$ cat config.mk
export PLATFORM = sky130hd
export DESIGN_NAME = prescaled_down_counter_timer
export DESIGN_NICKNAME = d
export VERILOG_FILES = /design/src/sv/ptmr_pkg.sv /design/src/sv/ptmr_core.sv /design/src/sv/prescaled_down_counter_timer.sv
export SDC_FILE = /design/constraint.sdc
export NUM_CORES = 1
export LEC_CHECK = 0
export ABC_CLOCK_PERIOD_IN_PS = 5660
export BUFFER_PORTS_ARGS = -buffer_cell sky130_fd_sc_hd__buf_2
export CORE_ASPECT_RATIO = 0.9
export CORE_MARGIN = 4
export CORE_UTILIZATION = 50
export CTS_CLUSTER_SIZE = 8
export DETAILED_ROUTE_END_ITERATION = 10
export PLACE_DENSITY_LB_ADDON = 0.05
export SLEW_MARGIN = 30
export SYNTH_ARGS = -nofsm -noshare
export SYNTH_HDL_FRONTEND = slang
export SYNTH_SLANG_ARGS = --single-unit
$ cat constraint.sdc
create_clock -name clk -period 5.66 [get_ports clk]
set_clock_uncertainty 0.05 [all_clocks]
set_input_delay 1.132 -clock clk [delete_from_list [all_inputs] [get_ports clk]]
set_output_delay 1.132 -clock clk [all_outputs]
set_load 0.03 [all_outputs]
$ cat src/sv/ptmr_pkg.sv
// Package for the prescaled down-counter timer.
// Request and response types, opcodes, register indexes and control bits.
// No dependencies.
package ptmr_pkg;

  localparam int DATA_WIDTH = 24;

  typedef enum logic [1:0] {
    OP_TICK  = 2'd0,
    OP_READ  = 2'd1,
    OP_WRITE = 2'd2
  } opcode_t;

  typedef enum logic [1:0] {
    REG_LOAD    = 2'd0,
    REG_COUNT   = 2'd1,
    REG_CONTROL = 2'd2,
    REG_CLEAR   = 2'd3
  } reg_index_t;

  localparam int CTRL_ENABLE_BIT   = 7;
  localparam int CTRL_PERIODIC_BIT = 6;
  localparam int CTRL_PRESCALE_LSB = 2;

  localparam logic [1:0] PRESCALE_DIV1  = 2'd0;
  localparam logic [1:0] PRESCALE_DIV16 = 2'd1;

  typedef struct packed {
    logic [1:0]            opcode;
    logic [1:0]            reg_index;
    logic [DATA_WIDTH-1:0] write_value;
  } request_t;

  typedef struct packed {
    logic [DATA_WIDTH-1:0] read_value;
    logic                  irq_pending;
  } response_t;

  // last prescaler value before a count step
  function automatic logic [7:0] prescale_last(input logic [1:0] code);
    logic [7:0] last;
    case (code)
      PRESCALE_DIV1:  last = 8'd0;
      PRESCALE_DIV16: last = 8'd15;
      default:        last = 8'd255;
    endcase
    return last;
  endfunction

endpackage

$ cat src/sv/ptmr_core.sv
// Timer state and the single-pass update for one request.
// Depends on ptmr_pkg.
module ptmr_core import ptmr_pkg::*; #(
  parameter int COUNT_WIDTH = 24
) (
  input  logic      clk,
  input  logic      rst,
  input  logic      fire,
  input  request_t  req,
  output response_t rsp
);

  logic [COUNT_WIDTH-1:0] reload_value, reload_value_next;
  logic [COUNT_WIDTH-1:0] count_value, count_value_next;
  logic                   enable_bit, enable_bit_next;
  logic                   periodic_bit, periodic_bit_next;
  logic [1:0]             prescale_code, prescale_code_next;
  logic [7:0]             prescale_count, prescale_count_next;
  logic                   interrupt_flag, interrupt_flag_next;

  logic [COUNT_WIDTH+DATA_WIDTH-1:0] load_wide;
  logic [COUNT_WIDTH-1:0]            load_val;
  logic [COUNT_WIDTH-1:0]            rd_reg;
  logic [COUNT_WIDTH+DATA_WIDTH-1:0] rd_wide;
  logic [DATA_WIDTH-1:0]             rd_value;
  logic                              wrap;

  assign load_wide = {{COUNT_WIDTH{1'b0}}, req.write_value};
  assign load_val  = load_wide[COUNT_WIDTH-1:0];
  assign wrap      = prescale_count >= prescale_last(prescale_code);

  always_comb begin
    reload_value_next   = reload_value;
    count_value_next    = count_value;
    enable_bit_next     = enable_bit;
    periodic_bit_next   = periodic_bit;
    prescale_code_next  = prescale_code;
    prescale_count_next = prescale_count;
    interrupt_flag_next = interrupt_flag;
    rd_reg              = '0;
    case (req.opcode)
      OP_TICK: begin
        if (enable_bit) begin
          if (wrap) begin
            prescale_count_next = 8'd0;
            if (count_value <= COUNT_WIDTH'(1)) begin
              interrupt_flag_next = 1'b1;
              if (periodic_bit) begin
                count_value_next = reload_value;
              end else begin
                count_value_next = '0;
                enable_bit_next  = 1'b0;
              end
            end else begin
              count_value_next = count_value - COUNT_WIDTH'(1);
            end
          end else begin
            prescale_count_next = prescale_count + 8'd1;
          end
        end
      end
      OP_READ: begin
        case (req.reg_index)
          REG_LOAD:  rd_reg = reload_value;
          REG_COUNT: rd_reg = count_value;
          REG_CONTROL: begin
            rd_reg[CTRL_ENABLE_BIT]   = enable_bit;
            rd_reg[CTRL_PERIODIC_BIT] = periodic_bit;
            rd_reg[CTRL_PRESCALE_LSB +: 2] = prescale_code;
          end
          default: rd_reg = '0;
        endcase
      end
      OP_WRITE: begin
        case (req.reg_index)
          REG_LOAD: begin
            reload_value_next   = load_val;
            count_value_next    = load_val;
            prescale_count_next = 8'd0;
          end
          REG_CONTROL: begin
            enable_bit_next     = req.write_value[CTRL_ENABLE_BIT];
            periodic_bit_next   = req.write_value[CTRL_PERIODIC_BIT];
            prescale_code_next  = req.write_value[CTRL_PRESCALE_LSB +: 2];
            prescale_count_next = 8'd0;
          end
          REG_CLEAR: interrupt_flag_next = 1'b0;
          default: ;
        endcase
      end
      default: ;
    endcase
  end

  assign rd_wide  = {{DATA_WIDTH{1'b0}}, rd_reg};
  assign rd_value = rd_wide[DATA_WIDTH-1:0];

  assign rsp.read_value  = rd_value;
  assign rsp.irq_pending = interrupt_flag_next;

  always_ff @(posedge clk) begin
    if (rst) begin
      reload_value   <= '0;
      count_value    <= '0;
      enable_bit     <= 1'b0;
      periodic_bit   <= 1'b0;
      prescale_code  <= 2'd0;
      prescale_count <= 8'd0;
      interrupt_flag <= 1'b0;
    end else if (fire) begin
      reload_value   <= reload_value_next;
      count_value    <= count_value_next;
      enable_bit     <= enable_bit_next;
      periodic_bit   <= periodic_bit_next;
      prescale_code  <= prescale_code_next;
      prescale_count <= prescale_count_next;
      interrupt_flag <= interrupt_flag_next;
    end
  end

  // one-shot expiry stops the timer at zero with the interrupt up
  a_oneshot_stop: assert property (@(posedge clk) disable iff (rst)
    fire && req.opcode == OP_TICK && enable_bit && !periodic_bit && wrap &&
    count_value <= COUNT_WIDTH'(1)
    |=> !enable_bit && count_value == '0 && interrupt_flag)
    else $error("one-shot expiry did not stop the timer");

  a_clear: assert property (@(posedge clk) disable iff (rst)
    fire && req.opcode == OP_WRITE && req.reg_index == REG_CLEAR |=> !interrupt_flag)
    else $error("interrupt clear write ignored");

  a_disabled_hold: assert property (@(posedge clk) disable iff (rst)
    fire && req.opcode == OP_TICK && !enable_bit
    |=> $stable(count_value) && $stable(prescale_count))
    else $error("disabled timer moved on a tick");

  a_idle_hold: assert property (@(posedge clk) disable iff (rst)
    !fire |=> $stable(count_value) && $stable(interrupt_flag))
    else $error("timer state changed without a request");

endmodule

$ cat src/sv/prescaled_down_counter_timer.sv
// Top level of the prescaled down-counter timer: request register,
// timer core and response register. Depends on ptmr_pkg and ptmr_core.
//
//   channel  | handshake           | payload
//   ---------+---------------------+-------------------------------------
//   request  | in_valid / in_stall | opcode, reg_index, write_value
//   response | out_valid/out_stall | read_value, irq_pending
//
// One request per cycle while in_stall is low; a taken request passes
// through the request register, then the response register.
// The timer state updates as a request moves from the request register
// into the response register, so requests take effect strictly in order.
// rst is synchronous and clears the timer state and both valid flags.
// A stalled response holds; the request register still takes one more
// request, and in_stall rises only when both registers are full.
module prescaled_down_counter_timer import ptmr_pkg::*; #(
  parameter int COUNT_WIDTH = 24
) (
  input  logic                  clk,
  input  logic                  rst,
  input  logic                  in_valid,
  output logic                  in_stall,
  input  logic [1:0]            opcode,
  input  logic [1:0]            reg_index,
  input  logic [DATA_WIDTH-1:0] write_value,
  output logic                  out_valid,
  input  logic                  out_stall,
  output logic [DATA_WIDTH-1:0] read_value,
  output logic                  irq_pending
);

  logic      req_valid;
  request_t  req;
  response_t rsp;
  logic      advance;
  logic      fire;

  assign advance  = !out_valid || !out_stall;
  assign fire     = req_valid && advance;
  assign in_stall = req_valid && !advance;

  always_ff @(posedge clk) begin
    if (rst) begin
      req_valid <= 1'b0;
    end else if (!in_stall) begin
      req_valid <= in_valid;
    end
  end

  always_ff @(posedge clk) begin
    if (!in_stall && in_valid) begin
      req.opcode      <= opcode;
      req.reg_index   <= reg_index;
      req.write_value <= write_value;
    end
  end

  ptmr_core #(
    .COUNT_WIDTH(COUNT_WIDTH)
  ) u_core (
    .clk  (clk),
    .rst  (rst),
    .fire (fire),
    .req  (req),
    .rsp  (rsp)
  );

  always_ff @(posedge clk) begin
    if (rst) begin
      out_valid <= 1'b0;
    end else if (advance) begin
      out_valid <= req_valid;
    end
  end

  always_ff @(posedge clk) begin
    if (fire) begin
      read_value  <= rsp.read_value;
      irq_pending <= rsp.irq_pending;
    end
  end

endmodule

* After elaboration in Yosys (flattened, before gate mapping)
Index checks and enable logic that the tools add are counted.
** Word-level totals
- Flip-flop bits (word level) :: 116
- Input port bits :: 32
- Logic and storage cells :: 74
** Cells by class
- Equal/unequal tests :: 11
- Muxes and demuxes :: 27
- $add $sub $neg :: 2
- Reduce and logical (&&, ||, !) cells :: 18
- Order comparisons :: 2
** Operators with widths (number)
- $mux 24 :: 5
- $pmux 24 s2 :: 1
- $pmux 16 s2 :: 1
- $pmux 8 s2 :: 2
- $le 24x1->1 const B :: 1
- $mux 8 :: 3
- $sub 24x1->24 const B :: 1
- $pmux 2 s3 :: 2
- $mux 1 :: 9
- $reduce_and 3->1 :: 3
- $add 8x1->8 const B :: 1
- $ge 8x8->1 :: 1
- $pmux 2 s2 :: 2
- $eq 2x1->1 const B :: 3
- $eq 2x2->1 const B :: 3
- $logic_not 2->1 :: 3
- $ne 2x2->1 const B :: 3
- $reduce_and 5->1 :: 1
- $logic_not 1->1 :: 4
- $ne 2x1->1 const B :: 2
- $pmux 1 s2 :: 2
- $reduce_and 4->1 :: 1
- $logic_and 1x1->1 :: 3
- $reduce_bool 2->1 :: 1
- 2 further kinds :: 2

* Logic depth before layout (Yosys ltp)
Gate-level depths: netlist (run 1).
- Word-level depth :: 6
- Mapped depth :: 11
- Depth with buffers taken out :: 9

* By module
Synthesis (run 1) repeated with hierarchy kept, for this count alone.
** Unflattened totals
- Cells, all modules :: 598
- Area total of the unflattened synthesis :: 5723.0 um2
** By module, submodules not included
- ptmr_core :: cells an instance 535, area each 4045.1 um2, times used 1, sequential area each 1221.2 um2
- prescaled_down_counter_timer :: cells an instance 63, area each 1677.9 um2, times used 1, sequential area each 1631.6 um2

* Worst setup path before layout (run 1)
No wires, ideal clock.
- Path type :: input port to flip-flop
- Start :: in out_stall
- End :: reg u_core.count_value[1]
- Stages on the path :: 8
- Arrival time :: 3.355 ns
- Path slack :: 2.162 ns
- Cells stage by stage :: a21boi_2 -> nand2b_1 -> o21bai_1 -> or2_1 -> clkbuf_1 -> clkbuf_1 -> or3_1 -> o32ai_1
** On the way
- Cells in the longest elaborated chain, start to end :: 4
** RTL lines
- start: declaration :: RTL line prescaled_down_counter_timer.sv:27 : input logic out_stall,
- $logic_not 1->1 :: RTL line prescaled_down_counter_timer.sv:38 : assign advance = !out_valid || !out_stall;
- $logic_or 1x1->1 :: RTL line prescaled_down_counter_timer.sv:38
- $logic_and 1x1->1 :: RTL line prescaled_down_counter_timer.sv:39 : assign fire = req_valid && advance;
- $reduce_and 5->1 (no line)
- end signal: assignment :: RTL line ptmr_core.sv:112 : count_value <= count_value_next;
- end: declaration :: RTL line ptmr_core.sv:14 : logic [COUNT_WIDTH-1:0] count_value, count_value_next;
No other way between the ends.
A chain may end at the register's enable or synchronous reset.

* Worst setup path after layout (run 1)
- Start :: in out_stall
- End :: reg u_core.count_value[1]
** On the way
- Cells in the longest elaborated chain, start to end :: 4
** RTL lines
- $logic_not 1->1 :: RTL line prescaled_down_counter_timer.sv:38
- $logic_or 1x1->1 :: RTL line prescaled_down_counter_timer.sv:38
- $logic_and 1x1->1 :: RTL line prescaled_down_counter_timer.sv:39
- named net fire :: RTL line prescaled_down_counter_timer.sv:36 : logic fire;
- $reduce_and 5->1 (no line)
The timed path passes the listed nets, and every way through them passes these cells.

==> results.md, run 1 <==
- Summed over all layers, the global routing overflow is 0.
- The pin count of the biggest net entering global routing is 48.
- In this run the horizontal extent of the chip is 119 um.
- The clock passes through at most 2 buffers.
- In this run the most critical hold path is launched from u_core.reload_value[2].
- The first detailed-routing pass took 4 iterations.
- In this run the worst path has a maximum fanout of 31.
- The dominant combinational cell family by area after synthesis is simple AND/OR/NAND/NOR gates.
- The startpoint-to-endpoint class of the critical path is in -> reg.
- The total count of max-transition violations in the final report was 0.
- In the post-synthesis netlist, the cell with the most instances is nor2_1.
- STA classifies the critical path startpoint as an input pin.
- The cell count of the worst reg-to-reg path is 6.
- The detail route stage leaves a number of antenna-violating nets equal to 0.
- For this run, the share of the core covered by cells in the final layout is 0.602.
- The clock root buffer is clkbuf_16.
- Port buffering added 58 buffers.
- The leakage power of the design is 2.49 nW.
- In the post-synthesis netlist, the biggest area contributors are edfxtp_1 (29%), dfxtp_1 (23%), nor2_1 (5.5%).
- The via count of the first global-routing pass is 4288.
- The worst hold path cell count is 2.
- The worst path meets setup with 2.56 ns of slack.
- The share of synthesized area in the top cell type comes to 0.287.
- The category of the worst setup path capture point is a flip-flop.
- The placer's final routability congestion estimate is 0.819.
- The end of the worst register-to-register path is u_core.count_value[17].
- The number of antenna violations at the first check in global routing was 0.
- In this run, distinct cell masters in the synthesized netlist total 58.
- The startpoint identified for the worst register-to-register timing path is u_core.count_value[14].
- The number of endpoints with negative hold slack in the final report is 0.
- TritonCTS built the clock tree.
- The wire length per cell is 17.1 um.
- The global-route wire length before repair is 22300 um.
- The run finished with clean final reports.
- For this block, the via count after detailed routing is 4411.
- In the routed layout, each cell is associated on average with a via count of 5.60.
- 0 antenna diodes ended up in the layout.
- The summed instance area of the synthesized netlist is 5550 um^2.
- The power per unit of standard cell area is 330 nW/um^2.
- The peak supply drop is 0.192 mV.
- The smallest clock period supported by the final layout is computed as 3.10 ns.
- Setup repair after global routing left no endpoint under its margin.
- The TritonCTS buffer count is 17.
- After legalization and detailed placement, the total HPWL measured 8540 um.
- The area of the placeable core is 10900 um^2.
- The worst hold-check slack is 0.425 ns.
- The final setup TNS is 0 ns.
- The area of the die is 12900 um^2.
- Measured against its own limit, the worst slew margin works out to 0.456.
- The area fraction in compound gates after synthesis was 0.152.
- Yosys printed 0 warnings.
- The area growth from synthesis to layout is 17.6%.
- The floorplan has 36 rows.
- The first-iteration detailed-routing DRC count is 311.
- The setup fix buffers added after clock tree synthesis is 0.
- Of the total synthesized cell area, the portion taken by AND, OR, NAND and NOR gates is 0.202.
- The final layout contains routed wiring with a total length of 13500 um.
- The number of nets in the synthesized netlist is 615.
- The transition at the pin with the smallest max-transition slack is 0.814 ns.
- The clock slew seen by the registers of the worst setup and hold paths is 0.05 ns.
- The final setup violation count is 0.
- The gate count after technology mapping is 575.
- The share of synthesized flip-flops with an asynchronous set or reset is 0.
- The share of layout cells above drive strength 1 is 0.170.
- In the finished design, the share of the clock period the worst path needs comes to 0.548.
- Among all flip-flop cells after synthesis, the most frequent one is dfxtp_1.
- The mean area per synthesized cell is 9.65 um^2.
- For the worst setup path, the data required time is 5.93 ns.
- Measured against the total synthesized area, the mux share comes to 0.0523.
- After routing the design area is 6530 um^2.
- The number of levels the H-tree was split into is 4.
- Derived from the worst setup path, the maximum achievable clock frequency is 0.322 GHz.
- Max-cap violations in this run came to 0.
- The share of the synthesized netlist area taken by xor and xnor gates is 0.0300.
- The worst reg-to-reg setup slack is 2.87 ns.
- The total I/O pin count is 59.
- The detailed-route DRC error count is 0.
- The post-place setup slack is 2.14 ns.
- The count of hold buffers inserted by post-cts repair is 0.
- The die span in y is 108 um.
- In the global route stage, overall resource usage came out at 0.221.
- The final layout contains 663 nets.
- The worst path arrival time is 3.37 ns.
- The library cell with the largest summed area after synthesis is edfxtp_1.
- The count of flip-flops with a built-in enable after synthesis is 53.
- The clock insertion delay at the later pin of the skew report is 0.42 ns.
- The terminating pin of the worst hold path is u_core.reload_value[2].
- The instance area at placement is 5950 um^2.
- The post-cts gate resize count is 0.
- CTS saw 116 sinks.
- The worst min-delay path category is reg -> reg.
- For this run, the register share of the synthesized area comes to 0.514.
- The number of storage elements in the synthesis netlist is 116.
- The commonest cells after synthesis are nor2_1 (81), nand2_1 (65), dfxtp_1 (63).
- The adder and majority gate portion of the synthesized area is 0.0180.
- The initial utilization of the core area, before any placement, comes to 0.511.
==> through the flow <==
step           total power, W  cells
6_report              0.00215    788
5_1_grt               0.00224    788
4_1_cts               0.00217    788
3_5_place_dp          0.00112    756
3_3_place_gp          0.00111    756
2_1_floorplan         0.00106    575
==> report_power, final <==
group	internal, W	switching [W]
Combinational	0.0000651	0.000118
Clock	0.000692	0.000359
Sequential	0.000901	0.0000166
Total	0.00166	0.000494
==> cells by family after synthesis <==
| kind of cell | Yosys count |
|---|---|
| DFF | 116 |
| xor gates and xnor gates | 19 |
| and+or+nand+nor | 231 |
| buffers and inverters | 42 |
| adders and majority gates | 8 |
| muxes | 29 |
| AOI/OAI and AO/OA | 130 |
==> critical path, stage by stage <==
cell and delay, ns:
buf_2 0.13, a21boi_4 0.52, nand2b_1 0.22, o21bai_1 0.24
or2_2 0.57, or3_1 0.45, o32ai_1 0.11
==> placed cells by master, fill, tap and decap left out, types with 8 or more instances in the layout <==
master / count
a211oi_1: 16
a21oi_1: 57
a311oi_1: 8
buf_2: 58
clkbuf_16: 17
dfxtp_1: 63
edfxtp_1: 53
ha_1: 8
mux2i_1: 29
nand2_1: 65
nand3_1: 8
nand3b_1: 9
nor2_1: 81
nor3_1: 11
nor4_1: 8
xnor2_1: 8
xor2_1: 11
==> metal layers <==
metal  vias up  track usage  wire length, um
met2       120        0.334             5990
met1      2088        0.312             6670
li1       2195            -                -
met3         8       0.0476              730
met5         -            0                0
met4         0       0.0844              118
==> worst max path at each step <==
stage,startpoint,end,slack (ns),cells past startpoint
2_1_floorplan,out_stall,u_core.count_value[1],2.16,8
3_3_place_gp,out_stall,u_core.count_value[1],2.08,7
3_5_place_dp,out_stall,u_core.count_value[1],2.14,7
4_1_cts,u_core.count_value[14],u_core.count_value[17],2.46,6
5_1_grt,out_stall,u_core.count_value[1],2.40,7
6_report,out_stall,u_core.count_value[1],2.56,7
==> cell type report <==
class | instances | area, um^2
Sequential cell | 116 | 2850
Clock buffer | 19 | 443
Clock inverter | 13 | 139
Timing Repair Buffer | 65 | 343
Tap cell | 152 | 190
Multi-Input combinational cell | 417 | 2540
Fill cell | 948 | 4330
Inverter | 6 | 22.5
==> sequential cells by signal, indices dropped and copies added, names as in the netlist <==
name,count
u_core.prescale_count,8
read_value,24
req,28
req_valid,1
u_core.periodic_bit,1
u_core.prescale_code,2
irq_pending,1
u_core.count_value,24
out_valid,1
u_core.enable_bit,1
u_core.reload_value,24
u_core.interrupt_flag,1
Note: power is estimated with default switching activity, not from simulation.
==> run 2, diff against run 1 <==
Settings changed: ABC_AREA from default to 1, ABC_CLOCK_PERIOD_IN_PS 5660 to 2700.
Clock period 5.66 ns to 2.7 ns, I/O delays scaled along.
==> run 2 against run 1 <==
Die area rose by 5.8%. Core utilization fell by 0.27 points. Wire length rose by 19%. Global-route usage rose by 3.0 points. Register-to-register slack got worse by 2.4 ns. First-iteration DRC count rose by 55%. Critical path depth rose by 6. Cell count rose by 26%. Combinational power rose to 4.3 times the previous value. Total power rose by 120%. Sequential share of layout area fell by 2.2 points.
==> results.md, run 2 <==
- The placer's final routability congestion estimate is 0.987 (+20%).
- The area of the placeable core came to 11500 um^2 (+5.8%).
- The number of detailed-route iterations in the first pass is 6 (+2).
- The setup fix buffers added after clock tree synthesis is 0 (unchanged).
- The flow ran to the end, and the final reports show no timing, DRC or antenna violations.
- The summed instance area of the synthesized netlist came to 5900 um^2 (+6.2%).
- Setup repair after global routing left no endpoint under its margin.
- The TritonCTS buffer count is 17 (unchanged).
- The required time of the critical path is 2.96 ns (-2.97 ns).
- The global-route wire length before repair is 26400 um (+18%).
- The number of antenna violations at the first check in global routing is 0 (unchanged).
- Of the available clock period, the critical path in the final layout requires 0.811.
- The number of nets in the layout is 864 (+30%).
- The clock sink count is 116 (unchanged).
- The maximum fanout along the worst path was 22 (-29%).
- The worst setup path is launched from a flip-flop.
- The headroom to the max-slew limit is 0.474 (+0.0175).
- The worst path arrival time is 2.44 ns (-0.93 ns).
- The share of layout cells above drive strength 1 came to 0.165 (-0.00494).
- The worst min-delay path category is in -> reg.
- The pin count of the biggest net entering global routing is 38 (-21%).
- The peak supply drop is 0.482 mV (+150%).
- In the post-synthesis netlist, the cell with the most instances is nand2_1.
- The post-synthesis sequential area ratio is 0.484 (-0.0301).
- The count of flip-flops with a built-in enable after synthesis is 53 (unchanged).
- The row count was 37 (+2.8%).
- After synthesis, the largest family of logic cells by area is simple AND/OR/NAND/NOR gates.
- The total I/O pin count is 59 (unchanged).
- The leakage power of the design is 2.88 nW (+16%).
- The share of synthesized flip-flops with an asynchronous set or reset was 0 (unchanged).
- The post-cts gate resize count is 0 (unchanged).
- The detailed-route DRC error count came to 0 (unchanged).
- The number of input and output port buffers inserted is 58 (unchanged).
- Of all cell types, the one taking the most synthesized area is edfxtp_1.
- The clock root buffer is clkbuf_16.
- The top flip-flop cell by instance count after synthesis is dfxtp_1.
- TritonCTS built the clock tree.
- The instance area at placement is 6340 um^2 (+6.7%).
- Leaving out fill and tap cells, the most frequent cells in the layout are nand2_1 (182), nor2_1 (118), a21oi_1 (67).
- The area of the die was 13600 um^2 (+5.8%).
- The residual antenna-violating net count after detailed routing came to 0 (unchanged).
- The post-synth net total was 804 (+31%).
- The overall via count from detail_route is 5340 (+21%).
- The clock insertion delay at the later pin of the skew report is 0.43 ns (about the same).
- The number of endpoints with negative hold slack in the final report is 0 (unchanged).
- The ratio of routed vias to standard cells is 5.38 (-3.9%).
- The count of different cell masters after synthesis was 38 (-34%).
- The placed wire-length estimate came to 11300 um (+32%).
- The final routed wirelength across all metal layers is 16000 um (+19%).
- The global router's overall resource usage is 0.251 (+0.0305).
- The effective utilization at floorplan is 0.514 (+0.00221).
- The gate count after technology mapping is 764 (+33%).
- The portion of netlist area occupied by mux cells is 0 (-0.0523).
- The via count of the first global-routing pass is 5110 (+19%).
- The wire length per cell came to 16.2 um (-5.7%).
- The count of hold buffers inserted by post-cts repair is 0 (unchanged).
- The post-route standard cell area excluding fillers is 6880 um^2 (+5.3%).
- The mean area per synthesized cell was 7.72 um^2 (-20%).
- The area fraction in compound gates after synthesis came to 0.132 (-0.0200).
- The number of maximum-capacitance violations is 0 (unchanged).
- The relative area change from synthesis to final layout is 16.6%.
- The commonest non-fill, non-tap cell in the layout is nand2_1.
- The post-layout minimum cycle time is 2.19 ns.
- The share of the synthesized netlist area taken by xor and xnor gates came to 0.0119 (-0.0181).
- The highest achievable clock rate is 0.457 GHz.
- The simple logic cell fraction of the synthesized area was 0.289 (+0.0864).
- The category of the worst setup path capture point is a flip-flop.
- The power per unit of standard cell area is 693 nW/um^2 (+110%).
- The number of levels the H-tree was split into is 4 (unchanged).
- The die span in y is 111 um (+2.8%).
- The final setup TNS was 0 ns (unchanged).
- The total congestion overflow is 0 (unchanged).
- The number of antenna diodes was 0 (unchanged).
- The area share of the largest cell type after synthesis is 0.270 (-0.0168).
- By startpoint and endpoint, the worst setup path is classified as reg -> reg.
- The adder and majority gate portion of the synthesized area was 0.0170 (-0.00106).
- The final setup violation count is 0 (unchanged).
- The yosys synthesis warning count is 0 (unchanged).
- The width of the die is 122 um (+2.9%).
- Counting flops per register, the top entry is req.
- The number of storage elements in the synthesis netlist is 116 (unchanged).
- Yosys attributes the largest share of cell area to edfxtp_1 (27%), dfxtp_1 (21%), nand2_1 (12%).
- In the synthesized netlist, the cells that appear most often are nand2_1 (182), nor2_1 (118), a21oi_1 (67).
- The worst hold-check slack is 0.237 ns (-0.188 ns).
- The first-iteration detailed-routing DRC count was 481 (+55%).
- The flip-flop count of the largest register after layout is 28 (unchanged).
- The number of buffers between clock root and the deepest sink was 2 (unchanged).
- The clock slew seen by the registers of the worst setup and hold paths is 0.06 ns (about the same).
- The total count of max-transition violations in the final report is 0 (unchanged).
- The transition at the pin with the smallest max-transition slack is 0.788 ns (-0.0260 ns).
==> run 2: critical path, stage by stage (launching register included) <==
cell     delay (ns)
dfxtp_1        0.32
nor2_1         0.28
ha_1           0.30
nor2_1         0.12
nor2_1         0.05
o21ai_0        0.07
nand2_1        0.08
nand2_1        0.11
nand3_1        0.08
nand2_1        0.10
buf_4          0.28
nor2_1         0.10
nand2_1        0.09
a21oi_2        0.05
==> run 2: layout make-up <==
class	instances	area [um^2]
multi-input combinational	552	2650
sequential	116	2850
clock inverter	10	57.6
inverter	64	240
clock buffer	22	474
tap	156	195
timing repair buffer	73	403
fill	1089	4610
==> run 2: cells by family (layout without fill, tap and decap cells) <==
family / count (synthesis) / in the layout
AO/OA/AOI/OAI: 146 / 146
buffers and inverters: 96 / 169
adder cells (fa/ha/maj): 8 / 8
XOR/XNOR: 8 / 8
AND/OR/NAND/NOR: 390 / 390
flip-flops: 116 / 116
==> run 2: path summary, 6_finish.rpt <==
path                                 from                      to  slack (ns)  cells past startpoint
setup / recovery  u_core.prescale_code[0]  u_core.count_value[19]        0.51                     13
hold / removal               reg_index[1]                 req[25]        0.24                      1
setup reg to reg  u_core.prescale_code[0]  u_core.count_value[19]        0.51                     13
hold reg to reg                 req_valid               out_valid        0.43                      2
==> run 2: per-stage QoR <==
stage | total power (W) | utilization | setup slack (ns) | cells
floorplan | 0.00257 | - | 0.672 | 764
global placement | 0.00277 | 0.553 | 0.610 | 961
detailed placement | 0.00278 | 0.553 | 0.540 | 961
CTS | 0.00478 | 0.599 | 0.559 | 993
global route | 0.00500 | 0.599 | 0.293 | 993
finish | 0.00477 | 0.599 | 0.511 | 993
==> run 2: report_power, final <==
group | total, W | leakage [nW] | switching [W] | internal, W
logic | 0.000795 | 1.59 | 0.000533 | 0.000262
registers | 0.00196 | 1.02 | 0.0000564 | 0.00191
clock network | 0.00201 | 0.268 | 0.000778 | 0.00123
total | 0.00477 | 2.88 | 0.00137 | 0.00340
==> run 2: per-layer routing <==
layer	part of all wire	global-route usage	wire length, um	up-vias
met5	0	0	0	-
met4	0.014	0.0687	219	0
met3	0.10	0.0954	1640	21
met2	0.41	0.339	6510	202
met1	0.48	0.373	7680	2468
li1	-	-	-	2649
